## src/hdl/zsbf_pkg.sv

```systemverilog
// Shared constants and the item descriptor of the zlib stored-block framer.
package zsbf_pkg;

  // Largest payload of one stored block.
  localparam logic [31:0] MaxBlock = 32'd65535;
  // Adler-32 modulus.
  localparam logic [16:0] AdlerMod = 17'd65521;
  // zlib header bytes.
  localparam logic [7:0] ZlibCmf = 8'h78;
  localparam logic [7:0] ZlibFlg = 8'h01;
  // Reset value of the total length register.
  localparam logic [31:0] TotalLenReset = 32'd1;

  // Descriptor queue between the front and back parts.
  localparam int FifoDepth = 4;
  localparam int FifoAw    = $clog2(FifoDepth);

  // Output byte positions within the results of one item.
  localparam logic [3:0] PosZ0   = 4'd0;
  localparam logic [3:0] PosZ1   = 4'd1;
  localparam logic [3:0] PosB0   = 4'd2;
  localparam logic [3:0] PosB1   = 4'd3;
  localparam logic [3:0] PosB2   = 4'd4;
  localparam logic [3:0] PosB3   = 4'd5;
  localparam logic [3:0] PosB4   = 4'd6;
  localparam logic [3:0] PosData = 4'd7;
  localparam logic [3:0] PosT0   = 4'd8;
  localparam logic [3:0] PosT1   = 4'd9;
  localparam logic [3:0] PosT2   = 4'd10;
  localparam logic [3:0] PosT3   = 4'd11;

  // Everything the back part needs to emit the results of one item.
  typedef struct packed {
    logic [7:0]  data;
    logic        zhdr;
    logic        bhdr;
    logic        bfinal;
    logic [15:0] chunk;
    logic        trl;
    logic [15:0] adler_high;
    logic [15:0] adler_low;
  } desc_t;

endpackage

```

## src/hdl/zsbf_front.sv

```systemverilog
// Front part: accepts payload bytes, tracks stream state and builds descriptors.
module zsbf_front (
  input  logic                clk,
  input  logic                rst_n,
  input  logic                cfg_wr_en,
  input  logic [31:0]         cfg_total_length,
  input  logic                push,
  input  logic                fifo_full,
  input  logic [7:0]          in_data_byte,
  output logic                wr_en,
  output zsbf_pkg::desc_t     wr_desc
);

  logic [31:0] total_len_r;
  logic [15:0] adler_low_r, adler_low_nxt;
  logic [15:0] adler_high_r, adler_high_nxt;
  logic [31:0] consumed_r, consumed_nxt;
  logic [15:0] left_r, left_nxt;

  logic [31:0] eff;
  logic [31:0] remaining;
  logic [15:0] chunk;
  logic        bfinal;
  logic [16:0] low_sum, low_mod;
  logic [16:0] high_sum, high_mod;
  logic [31:0] consumed_inc;
  logic        stream_end;

  assign wr_en = push && !fifo_full;

  // Classify the item against the stream state
  always_comb begin
    eff          = (total_len_r == 32'd0) ? 32'd1 : total_len_r;
    remaining    = (eff > consumed_r) ? (eff - consumed_r) : 32'd1;
    bfinal       = (remaining <= zsbf_pkg::MaxBlock);
    chunk        = bfinal ? remaining[15:0] : zsbf_pkg::MaxBlock[15:0];
    low_sum      = {1'b0, adler_low_r} + {9'b0, in_data_byte};
    low_mod      = (low_sum >= zsbf_pkg::AdlerMod) ? (low_sum - zsbf_pkg::AdlerMod) : low_sum;
    high_sum     = {1'b0, adler_high_r} + {1'b0, low_mod[15:0]};
    high_mod     = (high_sum >= zsbf_pkg::AdlerMod) ? (high_sum - zsbf_pkg::AdlerMod)
                                                    : high_sum;
    consumed_inc = consumed_r + 32'd1;
    stream_end   = (consumed_inc >= eff);
  end

  // Build the descriptor
  always_comb begin
    wr_desc.data       = in_data_byte;
    wr_desc.zhdr       = (consumed_r == 32'd0);
    wr_desc.bhdr       = (left_r == 16'd0);
    wr_desc.bfinal     = bfinal;
    wr_desc.chunk      = chunk;
    wr_desc.trl        = stream_end;
    wr_desc.adler_high = high_mod[15:0];
    wr_desc.adler_low  = low_mod[15:0];
  end

  // Advance the stream state; clear it after the trailer
  always_comb begin
    if (stream_end) begin
      adler_low_nxt  = 16'd1;
      adler_high_nxt = 16'd0;
      consumed_nxt   = 32'd0;
      left_nxt       = 16'd0;
    end else begin
      adler_low_nxt  = low_mod[15:0];
      adler_high_nxt = high_mod[15:0];
      consumed_nxt   = consumed_inc;
      left_nxt       = ((left_r == 16'd0) ? chunk : left_r) - 16'd1;
    end
  end

  always_ff @(posedge clk) begin
    if (!rst_n) begin
      total_len_r  <= zsbf_pkg::TotalLenReset;
      adler_low_r  <= 16'd1;
      adler_high_r <= 16'd0;
      consumed_r   <= 32'd0;
      left_r       <= 16'd0;
    end else begin
      if (cfg_wr_en) begin
        total_len_r <= cfg_total_length;
      end
      if (wr_en) begin
        adler_low_r  <= adler_low_nxt;
        adler_high_r <= adler_high_nxt;
        consumed_r   <= consumed_nxt;
        left_r       <= left_nxt;
      end
    end
  end

endmodule

```

## src/hdl/zsbf_fifo.sv

```systemverilog
// Short descriptor queue between the front and back parts.
module zsbf_fifo (
  input  logic                clk,
  input  logic                rst_n,
  input  logic                wr_en,
  input  zsbf_pkg::desc_t     wr_desc,
  input  logic                rd_en,
  output zsbf_pkg::desc_t     rd_desc,
  output logic                full,
  output logic                empty
);

  zsbf_pkg::desc_t                   mem_r [zsbf_pkg::FifoDepth];
  logic [zsbf_pkg::FifoAw-1:0]       wr_ptr_r;
  logic [zsbf_pkg::FifoAw-1:0]       rd_ptr_r;
  logic [zsbf_pkg::FifoAw:0]         cnt_r, cnt_nxt;

  assign full    = (cnt_r == (zsbf_pkg::FifoAw + 1)'(zsbf_pkg::FifoDepth));
  assign empty   = (cnt_r == '0);
  assign rd_desc = mem_r[rd_ptr_r];

  // Track the fill level
  always_comb begin
    cnt_nxt = cnt_r;
    if (wr_en && !rd_en) begin
      cnt_nxt = cnt_r + 1'b1;
    end else if (rd_en && !wr_en) begin
      cnt_nxt = cnt_r - 1'b1;
    end
  end

  // Store descriptors
  always_ff @(posedge clk) begin
    if (wr_en) begin
      mem_r[wr_ptr_r] <= wr_desc;
    end
  end

  always_ff @(posedge clk) begin
    if (!rst_n) begin
      wr_ptr_r <= '0;
      rd_ptr_r <= '0;
      cnt_r    <= '0;
    end else begin
      if (wr_en) begin
        wr_ptr_r <= wr_ptr_r + 1'b1;
      end
      if (rd_en) begin
        rd_ptr_r <= rd_ptr_r + 1'b1;
      end
      cnt_r <= cnt_nxt;
    end
  end

endmodule

```

## src/hdl/zsbf_back.sv

```systemverilog
// Back part: walks each descriptor and sends its stream bytes to the output register.
module zsbf_back (
  input  logic                clk,
  input  logic                rst_n,
  input  zsbf_pkg::desc_t     rd_desc,
  input  logic                fifo_empty,
  output logic                rd_en,
  input  logic                pop,
  output logic                empty,
  output logic [7:0]          out_byte,
  output logic                out_last_of_run,
  output logic                out_end_of_stream
);

  logic       active_r;
  logic [3:0] pos_r;
  logic       out_valid_r;
  logic [7:0] out_byte_r;
  logic       out_last_r;
  logic       out_eos_r;

  logic [3:0] start_pos;
  logic [3:0] cur_pos;
  logic [3:0] pos_nxt;
  logic       is_last;
  logic       slot_free;
  logic       emit;
  logic [7:0] byte_sel;
  logic [15:0] nchunk;

  assign empty             = !out_valid_r;
  assign out_byte          = out_byte_r;
  assign out_last_of_run   = out_last_r;
  assign out_end_of_stream = out_eos_r;

  assign slot_free = !out_valid_r || pop;
  assign emit      = !fifo_empty && slot_free;
  assign rd_en     = emit && is_last;
  assign nchunk    = ~rd_desc.chunk;

  // Pick the position of the byte to send
  always_comb begin
    if (rd_desc.zhdr) begin
      start_pos = zsbf_pkg::PosZ0;
    end else if (rd_desc.bhdr) begin
      start_pos = zsbf_pkg::PosB0;
    end else begin
      start_pos = zsbf_pkg::PosData;
    end
    cur_pos = active_r ? pos_r : start_pos;
  end

  // Step to the next position; flag the last byte of the item
  always_comb begin
    is_last = 1'b0;
    case (cur_pos)
      zsbf_pkg::PosZ1: begin
        pos_nxt = rd_desc.bhdr ? zsbf_pkg::PosB0 : zsbf_pkg::PosData;
      end
      zsbf_pkg::PosB4: begin
        pos_nxt = zsbf_pkg::PosData;
      end
      zsbf_pkg::PosData: begin
        pos_nxt = zsbf_pkg::PosT0;
        is_last = !rd_desc.trl;
      end
      zsbf_pkg::PosT3: begin
        pos_nxt = zsbf_pkg::PosZ0;
        is_last = 1'b1;
      end
      default: begin
        pos_nxt = cur_pos + 4'd1;
      end
    endcase
  end

  // Select the byte for the current position
  always_comb begin
    case (cur_pos)
      zsbf_pkg::PosZ0:   byte_sel = zsbf_pkg::ZlibCmf;
      zsbf_pkg::PosZ1:   byte_sel = zsbf_pkg::ZlibFlg;
      zsbf_pkg::PosB0:   byte_sel = {7'b0, rd_desc.bfinal};
      zsbf_pkg::PosB1:   byte_sel = rd_desc.chunk[7:0];
      zsbf_pkg::PosB2:   byte_sel = rd_desc.chunk[15:8];
      zsbf_pkg::PosB3:   byte_sel = nchunk[7:0];
      zsbf_pkg::PosB4:   byte_sel = nchunk[15:8];
      zsbf_pkg::PosData: byte_sel = rd_desc.data;
      zsbf_pkg::PosT0:   byte_sel = rd_desc.adler_high[15:8];
      zsbf_pkg::PosT1:   byte_sel = rd_desc.adler_high[7:0];
      zsbf_pkg::PosT2:   byte_sel = rd_desc.adler_low[15:8];
      zsbf_pkg::PosT3:   byte_sel = rd_desc.adler_low[7:0];
      default:           byte_sel = 8'h00;
    endcase
  end

  // Load the output register; drop the descriptor after its last byte
  always_ff @(posedge clk) begin
    if (emit) begin
      out_byte_r <= byte_sel;
      out_last_r <= is_last;
      out_eos_r  <= (cur_pos == zsbf_pkg::PosT3);
    end
  end

  always_ff @(posedge clk) begin
    if (!rst_n) begin
      active_r    <= 1'b0;
      pos_r       <= zsbf_pkg::PosZ0;
      out_valid_r <= 1'b0;
    end else begin
      if (emit) begin
        active_r    <= !is_last;
        pos_r       <= pos_nxt;
        out_valid_r <= 1'b1;
      end else if (pop) begin
        out_valid_r <= 1'b0;
      end
    end
  end

  // An item in progress always has its descriptor at the queue head
  a_active_has_desc: assert property (@(posedge clk) disable iff (!rst_n)
    active_r |-> !fifo_empty)
    else $error("back part active with an empty descriptor queue");

  // The trailer end closes the item
  a_eos_is_last: assert property (@(posedge clk) disable iff (!rst_n)
    (out_valid_r && out_eos_r) |-> out_last_r)
    else $error("end of stream without last of run");

  // A descriptor leaves the queue only on a transfer into the output register
  a_pop_on_emit: assert property (@(posedge clk) disable iff (!rst_n)
    rd_en |=> (out_valid_r && out_last_r))
    else $error("descriptor dropped without its last byte");

  // Payload byte sent mid-item keeps the walk going toward the trailer
  a_trl_follows: assert property (@(posedge clk) disable iff (!rst_n)
    (emit && cur_pos == zsbf_pkg::PosData && rd_desc.trl) |=> (active_r && pos_r == zsbf_pkg::PosT0))
    else $error("trailer not started after the final payload byte");

endmodule

```

## src/hdl/zlib_stored_block_framer.sv

```systemverilog
// Top level of the zlib stored-block framer: front part, descriptor queue, back part.
//
// Payload bytes pushed in come out wrapped as a zlib stream of stored blocks:
// the header 78 01 ahead of the first byte, a five-byte block header
// (BFINAL, LEN, NLEN) every 65535 bytes, and the Adler-32 big-endian after
// the byte that reaches total_length (0 counts as 1). Each payload byte is one
// output byte, so with pop held high a long stream runs at one payload byte
// per cycle apart from the header and trailer bytes. The rate is set by the
// single output register, which sends one stream byte per cycle while pop is
// high and a descriptor waits; a four-entry descriptor queue lets push keep
// going while the back part sends header and trailer bytes. The first byte of
// an item passes through the queue and then the output register. total_length
// is to be written by the user only while the block is idle; the block does
// not enforce this. A write takes effect on the next byte.
module zlib_stored_block_framer (
  input  logic        clk,
  input  logic        rst_n,
  input  logic        cfg_wr_en,
  input  logic [31:0] cfg_total_length,
  input  logic        push,
  output logic        full,
  input  logic [7:0]  in_data_byte,
  output logic        empty,
  input  logic        pop,
  output logic [7:0]  out_byte,
  output logic        out_last_of_run,
  output logic        out_end_of_stream
);

  logic            wr_en;
  logic            rd_en;
  logic            fifo_empty;
  zsbf_pkg::desc_t wr_desc;
  zsbf_pkg::desc_t rd_desc;

  zsbf_front u_front (
    .clk              (clk),
    .rst_n            (rst_n),
    .cfg_wr_en        (cfg_wr_en),
    .cfg_total_length (cfg_total_length),
    .push             (push),
    .fifo_full        (full),
    .in_data_byte     (in_data_byte),
    .wr_en            (wr_en),
    .wr_desc          (wr_desc)
  );

  zsbf_fifo u_fifo (
    .clk     (clk),
    .rst_n   (rst_n),
    .wr_en   (wr_en),
    .wr_desc (wr_desc),
    .rd_en   (rd_en),
    .rd_desc (rd_desc),
    .full    (full),
    .empty   (fifo_empty)
  );

  zsbf_back u_back (
    .clk               (clk),
    .rst_n             (rst_n),
    .rd_desc           (rd_desc),
    .fifo_empty        (fifo_empty),
    .rd_en             (rd_en),
    .pop               (pop),
    .empty             (empty),
    .out_byte          (out_byte),
    .out_last_of_run   (out_last_of_run),
    .out_end_of_stream (out_end_of_stream)
  );

endmodule

```

## config.mk

```make
export PLATFORM = sky130hd
export DESIGN_NAME = zlib_stored_block_framer
export DESIGN_NICKNAME = d
export VERILOG_FILES = /design/src/hdl/zsbf_pkg.sv /design/src/hdl/zsbf_front.sv /design/src/hdl/zsbf_fifo.sv /design/src/hdl/zsbf_back.sv /design/src/hdl/zlib_stored_block_framer.sv
export SDC_FILE = /design/constraint.sdc
export NUM_CORES = 1
export LEC_CHECK = 0
export BUFFER_PORTS_ARGS = -buffer_cell sky130_fd_sc_hd__buf_4
export CORE_UTILIZATION = 55
export CTS_CLUSTER_SIZE = 24
export DETAILED_ROUTE_END_ITERATION = 8
export HOLD_SLACK_MARGIN = 0.12
export PLACE_DENSITY = 0.72
export SYNTH_ARGS = -nofsm -noshare
export SYNTH_HDL_FRONTEND = slang
export SYNTH_SLANG_ARGS = --single-unit
```

## constraint.sdc

```tcl
create_clock -name clk -period 7.45 [get_ports clk]
set_input_delay 0.3725 -clock clk [delete_from_list [all_inputs] [get_ports clk]]
set_output_delay 0.3725 -clock clk [all_outputs]
set_load 0.01 [all_outputs]
```

# ---- Word-level counts from Yosys, hierarchy flattened
# Memory sizes are Yosys's and may differ from the RTL's. A register that Yosys moved wholly into a read port is not among the register bits.
# Cells that the tools add are included.
dict set report word_totals {
  ff_bits 135
  out_inout_bits 12
  wordCells 89
  mem_bits_rw 240
  memories 1
}
# name depth word_bits rd rd_clocked_by_memory_dff write_ports line
set mem_list {}
lappend mem_list {u_fifo.mem_r 4 60 1 1 1 zsbf_fifo.sv:13} ;# zsbf_pkg::desc_t mem_r [zsbf_pkg::FifoDepth];
dict set report classes {
  n_lt_le_gt_ge 5
  n_eq_ne 12
  bitwise 1
  n_mux 24
  n_reduce_logical 20
  add_sub_neg 12
}
# cell count
set ops {}
lappend ops {{16-bit two-way mux} 7}
lappend ops {{32-bit two-way mux} 3}
lappend ops {{8-bit one-hot mux with 12 select lines} 1}
lappend ops {{32-bit logical NOT} 2}
lappend ops {{17-bit by 16-bit greater-or-equal comparator with 1-bit output, second input constant} 2}
lappend ops {{32-bit by 1-bit adder with 32-bit output, second input constant} 1}
lappend ops {{32-bit greater-or-equal comparator} 1}
lappend ops {{32-bit > comparator} 1}
lappend ops {{32-bit by 16-bit less-or-equal comparator with 1-bit output, second input constant} 1}
lappend ops {{16-bit subtractor, second input constant} 2}
lappend ops {{32-bit subtractor} 1}
lappend ops {{16-bit by 16-bit adder with 17-bit output} 1}
lappend ops {{16-bit by 8-bit adder with 17-bit output} 1}
lappend ops {{4-bit by 3-bit == test with 1-bit output, second input constant} 4}
lappend ops {{4-bit == test, second input constant} 4}
lappend ops {{16-bit logical NOT} 1}
lappend ops {{16-bit inverter} 1}
lappend ops {{4-bit one-hot mux with 4 select lines} 1}
lappend ops {{16-bit by 1-bit subtractor with 16-bit output, second input constant} 1}
lappend ops {{3-bit two-way mux} 3}
lappend ops {{4-bit by 2-bit == test with 1-bit output, second input constant} 2}
lappend ops {{4-bit two-way mux} 2}
lappend ops {{1-bit logical NOT} 7}
lappend ops {{1-bit logical AND} 5}
lappend ops {{other kinds (13)} 19}

# ---- Depth between registers and ports, before layout
dict set report logic_depth {
  word_depth 9
  ltp_mapped 29
  depth_no_buf 29
}

# ---- Cells and area by module
# From an unflattened synthesis, not the netlist that was laid out.
dict set report hier_totals {
  cells_unflattened 1920
  hier_area_um2 21112.7
}
# mod instances cells_per_inst seq_area_each_um2 area_each_um2
set modules_own_cells {}
lappend modules_own_cells {zsbf_front 1 1423 2242.2 10632.7}
lappend modules_own_cells {zsbf_fifo 1 357 7387.1 9168.8}
lappend modules_own_cells {zsbf_back 1 140 420.4 1311.3}

# ---- Least setup slack after synthesis
# No wires, ideal clock.
dict set report synth_path {
  path_type {input-to-reg}
  startpoint {in in_data_byte[0]}
  endpoint {reg u_front.adler_high_r[12]}
  arrival_time_ns 6.506
  setup_slack_ns 0.827
  stages 29
  path_buffers 0
  setup_ns 0.117
  path_cell_list {ha_1 > inv_1 > fa_1 > nor2b_1 > o21ai_1 > a21boi_1 > o21ai_1 > a211oi_2 > and3_1 > xnor2_1 > a2111oi_2 > a31oi_2 > xnor2_1 > ha_1 > inv_1 > fa_1 > nor2b_1 > o21a_2 > o21ai_2 > a2111oi_4 > o21ai_2 > a21bo_1 > a211oi_2 > nand3_1 > o41a_1 > a31o_1 > and3b_1 > xor2_2 > a22o_1}
}
# element line
set synth_rtl {}
lappend synth_rtl {{from (decl)} zlib_stored_block_framer.sv:22} ;# input logic [7:0] in_data_byte,
lappend synth_rtl {{to (signal assigned)} zsbf_front.sv:86} ;# adler_high_r <= adler_high_nxt;
lappend synth_rtl {{to (decl)} zsbf_front.sv:16} ;# logic [15:0] adler_high_r, adler_high_nxt;

==> impl_metrics.tcl <==
set metrics [dict create \
    status "finished, final reports clean" \
    numCtsBuffers 41 \
    cp_slowest_stage_delay_ns 0.55 \
    drive_gt1_share_pct 13.2 \
    slew_violations 0 \
    grt_use_total_pct 28.0 \
    worstSetupPathType "in -> reg" \
    cpMaxStageDelayCell "dlygate4sd3_1" \
    synth-seq-area-share_pct 47.5 \
    startpoint_type "primary input" \
    syn_inst 1953 \
    final.fill_count 2963 \
    syn_area_um2 21100 \
    r2r_slack_ns 0.47 \
    hpwl_mm 37.3 \
    fin_cells 2554 \
    relSlewSlack_pct 29.6 \
    fmax_ghz 0.140 \
    seqCellArea_um2 10100 \
    drc 0 \
    vias 15700 \
    synthArstFlopShare_pct 0 \
    cts_buffer_depth 3 \
    cp-endpoint "u_front.adler_high_r[12]" \
    die_h_um 198 \
    clkTransAtPathRegs_ns 0.06 \
    synth-seq-cells 377 \
    grt_pass1_wl_mm 84.4 \
    std_cell_rows 71 \
    cp_max_fo 9 \
    yosysWarningCount 0 \
    p_leak_nw 8.76 \
    critPathArrivalTime_ns 7.66 \
    hold_viol_final 0 \
    clock_sinks 377 \
    critPathCaptureType "flip-flop" \
    clock_tree.root_cell "clkbuf_16" \
    overflow 0 \
    first_global_vias 15200 \
    port_buffers 56 \
    totalPowerFinal_mw 7.64 \
    period_share_pct 96.0 \
    tightest_slew_ns 1.06 \
    core_area_um2 37800 \
    clk_latency_ns 0.57 \
    die_w_um 198 \
    synth_edf_count 250 \
    power_density_nw_per_um2 319 \
    initial_core_util_pct 56.0 \
    n_antenna_cell 0 \
    drt-initial-drc-count 1175 \
    fin_tns_setup_ns 0 \
    io_pins 57 \
    placed_cells 2437 \
    synth.distinct_cells 99 \
    reg2reg_to "u_front.adler_low_r[12]" \
    wire_per_inst_um 21.2 \
    antenna_found_initial 1 \
    antenna_left 0 \
    vias_per_cell 6.15 \
    pre_cts_ws_ns 0.163 \
    die_area_um2 39200 \
    finalCriticalPeriod_ns 7.15 \
    multi_input_area_um2 10300 \
    setup_viol_count_final 0 \
    syn_to_final_growth_pct 13.1 \
    firstDrtPassIters 5 \
    place.gp.congestion 0.961 \
    totalWireLength_mm 54.1 \
    cts_tree "built" \
    peakVddDrop_mv 0.177 \
    rr_worst_depth 22 \
    r2r-start "u_front.consumed_r[2]" \
    fin_ws_ns 0.298 \
    drv_cap 0 \
    synth_nets 2105 \
    grt_max_degree 87 \
    hold_class "in -> reg" \
    h-tree-depth 2 \
    synth_flop_cell "edfxtp_1" \
    critPathRequiredTime_ns 7.96 \
    synth_area_per_cell_um2 10.8 \
    nNetsFinal 2162 \
    startpoint "in_data_byte[1]" \
    clock_skew_ns 0.0123 \
]
-- repair_timing --
action | CTS | global route
hold endpoints to repair | 65 | 0
setup endpoints to repair | 0 | 80
setup buffers | 0 | 0
resized for setup | 0 | 17
hold buffers | 41 | 0
-- cells in the final DEF, fill, tap and decap left out, types with 27 or more instances in the layout --
master,count
edfxtp_1,250
nand2_1,149
dfxtp_1,125
nor2_1,110
inv_1,107
ha_1,103
a21oi_1,99
buf_4,85
o21ai_0,76
xnor2_1,71
nand3_1,63
mux4_2,60
nor2b_1,50
clkbuf_16,43
dlygate4sd3_1,41
mux2i_1,40
nor3_1,39
xor2_1,28
and2_1,27
a21boi_0,27
-- cells by family (layout without fill, tap and decap cells) --
family	after synthesis	in the layout	share of synthesized area, %
xor+xnor	105	105	4.42
flops	377	377	47.5
buf+inv	222	312	4.15
compound gates	434	434	14.0
simple gates	605	605	14.9
mux	101	101	8.34
fa+ha+maj	109	109	6.57
-- critical path: cells and delay by family --
kind / cells / cell delay, ns
xor gates and xnor gates: 2 / 0.45
AOI/OAI and AO/OA: 16 / 4.01
adders and majority gates: 3 / 0.88
buffers and inverters: 3 / 0.77
and+or+nand+nor: 5 / 1.17
-- how the worst min path moves through the flow --
stage | start | end | depth (start not counted)
after floorplan | u_front.left_r[15] | u_front.left_r[15] | 2
after global placement | u_front.left_r[14] | u_front.left_r[14] | 2
after detailed placement | u_front.left_r[14] | u_front.left_r[14] | 2
after CTS | rst_n | u_front.total_len_r[0] | 2
after global routing | rst_n | u_front.total_len_r[0] | 2
final | rst_n | u_front.total_len_r[0] | 2
-- where the power goes --
part	switching, mW	total [mW]	internal, mW	leakage, nW
registers	0.153	2.87	2.72	3.32
logic	1.64	2.62	0.981	4.75
clock network	0.843	2.15	1.30	0.694
-- sequential cells by signal, indices dropped and copies added (netlist names), 2 cells and up, named ones only --
name	flops
u_front.left_r	16
u_fifo.wr_ptr_r	2
u_fifo.mem_r	240
u_back.out_byte	8
u_front.adler_high_r	16
u_fifo.cnt_r	3
u_back.pos_r	4
u_front.consumed_r	32
u_front.adler_low_r	16
u_front.total_len_r	32
u_fifo.rd_ptr_r	2
-- cell type report --
type / instances / area share (%)
Timing Repair Buffer: 126 / 4.38
Clock buffer: 57 / 4.85
Tap cell: 511 / 2.67
Clock inverter: 19 / 1.16
Inverter: 110 / 1.73
Sequential cell: 377 / 42.0
Multi-Input combinational cell: 1354 / 43.2
-- per-layer routing --
metal  GRT usage [%]  part of all wire, %  wire length [um]  vias to the layer above
li1                -                    -                 -                     7353
met1            38.2                   44             24000                     7702
met2            44.8                   46             24800                      547
met3            4.65                  6.6              3590                      112
met4            10.7                  3.3              1800                        2
met5               0                0.022                12                        -
-- synthesized netlist by cell type, drive strengths merged, types with 5 or more instances --
cell	count	area [um2]
o211a	7	77.6
xor2	31	279
xnor2	74	656
a21oi	103	534
or3	21	131
dfxtp	127	2540
nor2	113	429
nand2	149	559
and2	31	194
edfxtp	250	7510
o31ai	5	42.5
mux2i	40	400
o21ai	93	484
o2111ai	6	52.6
a21boi	29	221
o21a	20	151
o22ai	9	56.3
nor4	34	265
buf	32	163
or2	8	50.1
nor4b	5	71.3
a32oi	8	70.1
a22oi	13	97.6
o21bai	9	67.6
nand3	64	320
a31oi	17	113
ha	103	1290
a21o	26	195
or4	5	37.5
a22o	23	201
nand4	26	163
nor2b	50	313
nand2b	13	81.3
mux4	60	1350
o211ai	21	163
a211oi	8	70.1
clkbuf	80	302
and3	22	138
inv	108	405
nand3b	7	52.6
nor3	41	210
-- stage by stage --
stage                     utilization (%)  area (um2)  hold WS (ns)
after floorplan                         -       21100         0.427
after global placement               58.2       22000         0.445
after detailed placement             58.2       22000         0.454
after CTS                            63.1       23800         0.313
after global routing                 63.3       23900         0.353
final                                63.3       23900         0.310
No activity file was read; power rests on OpenSTA's default activity.
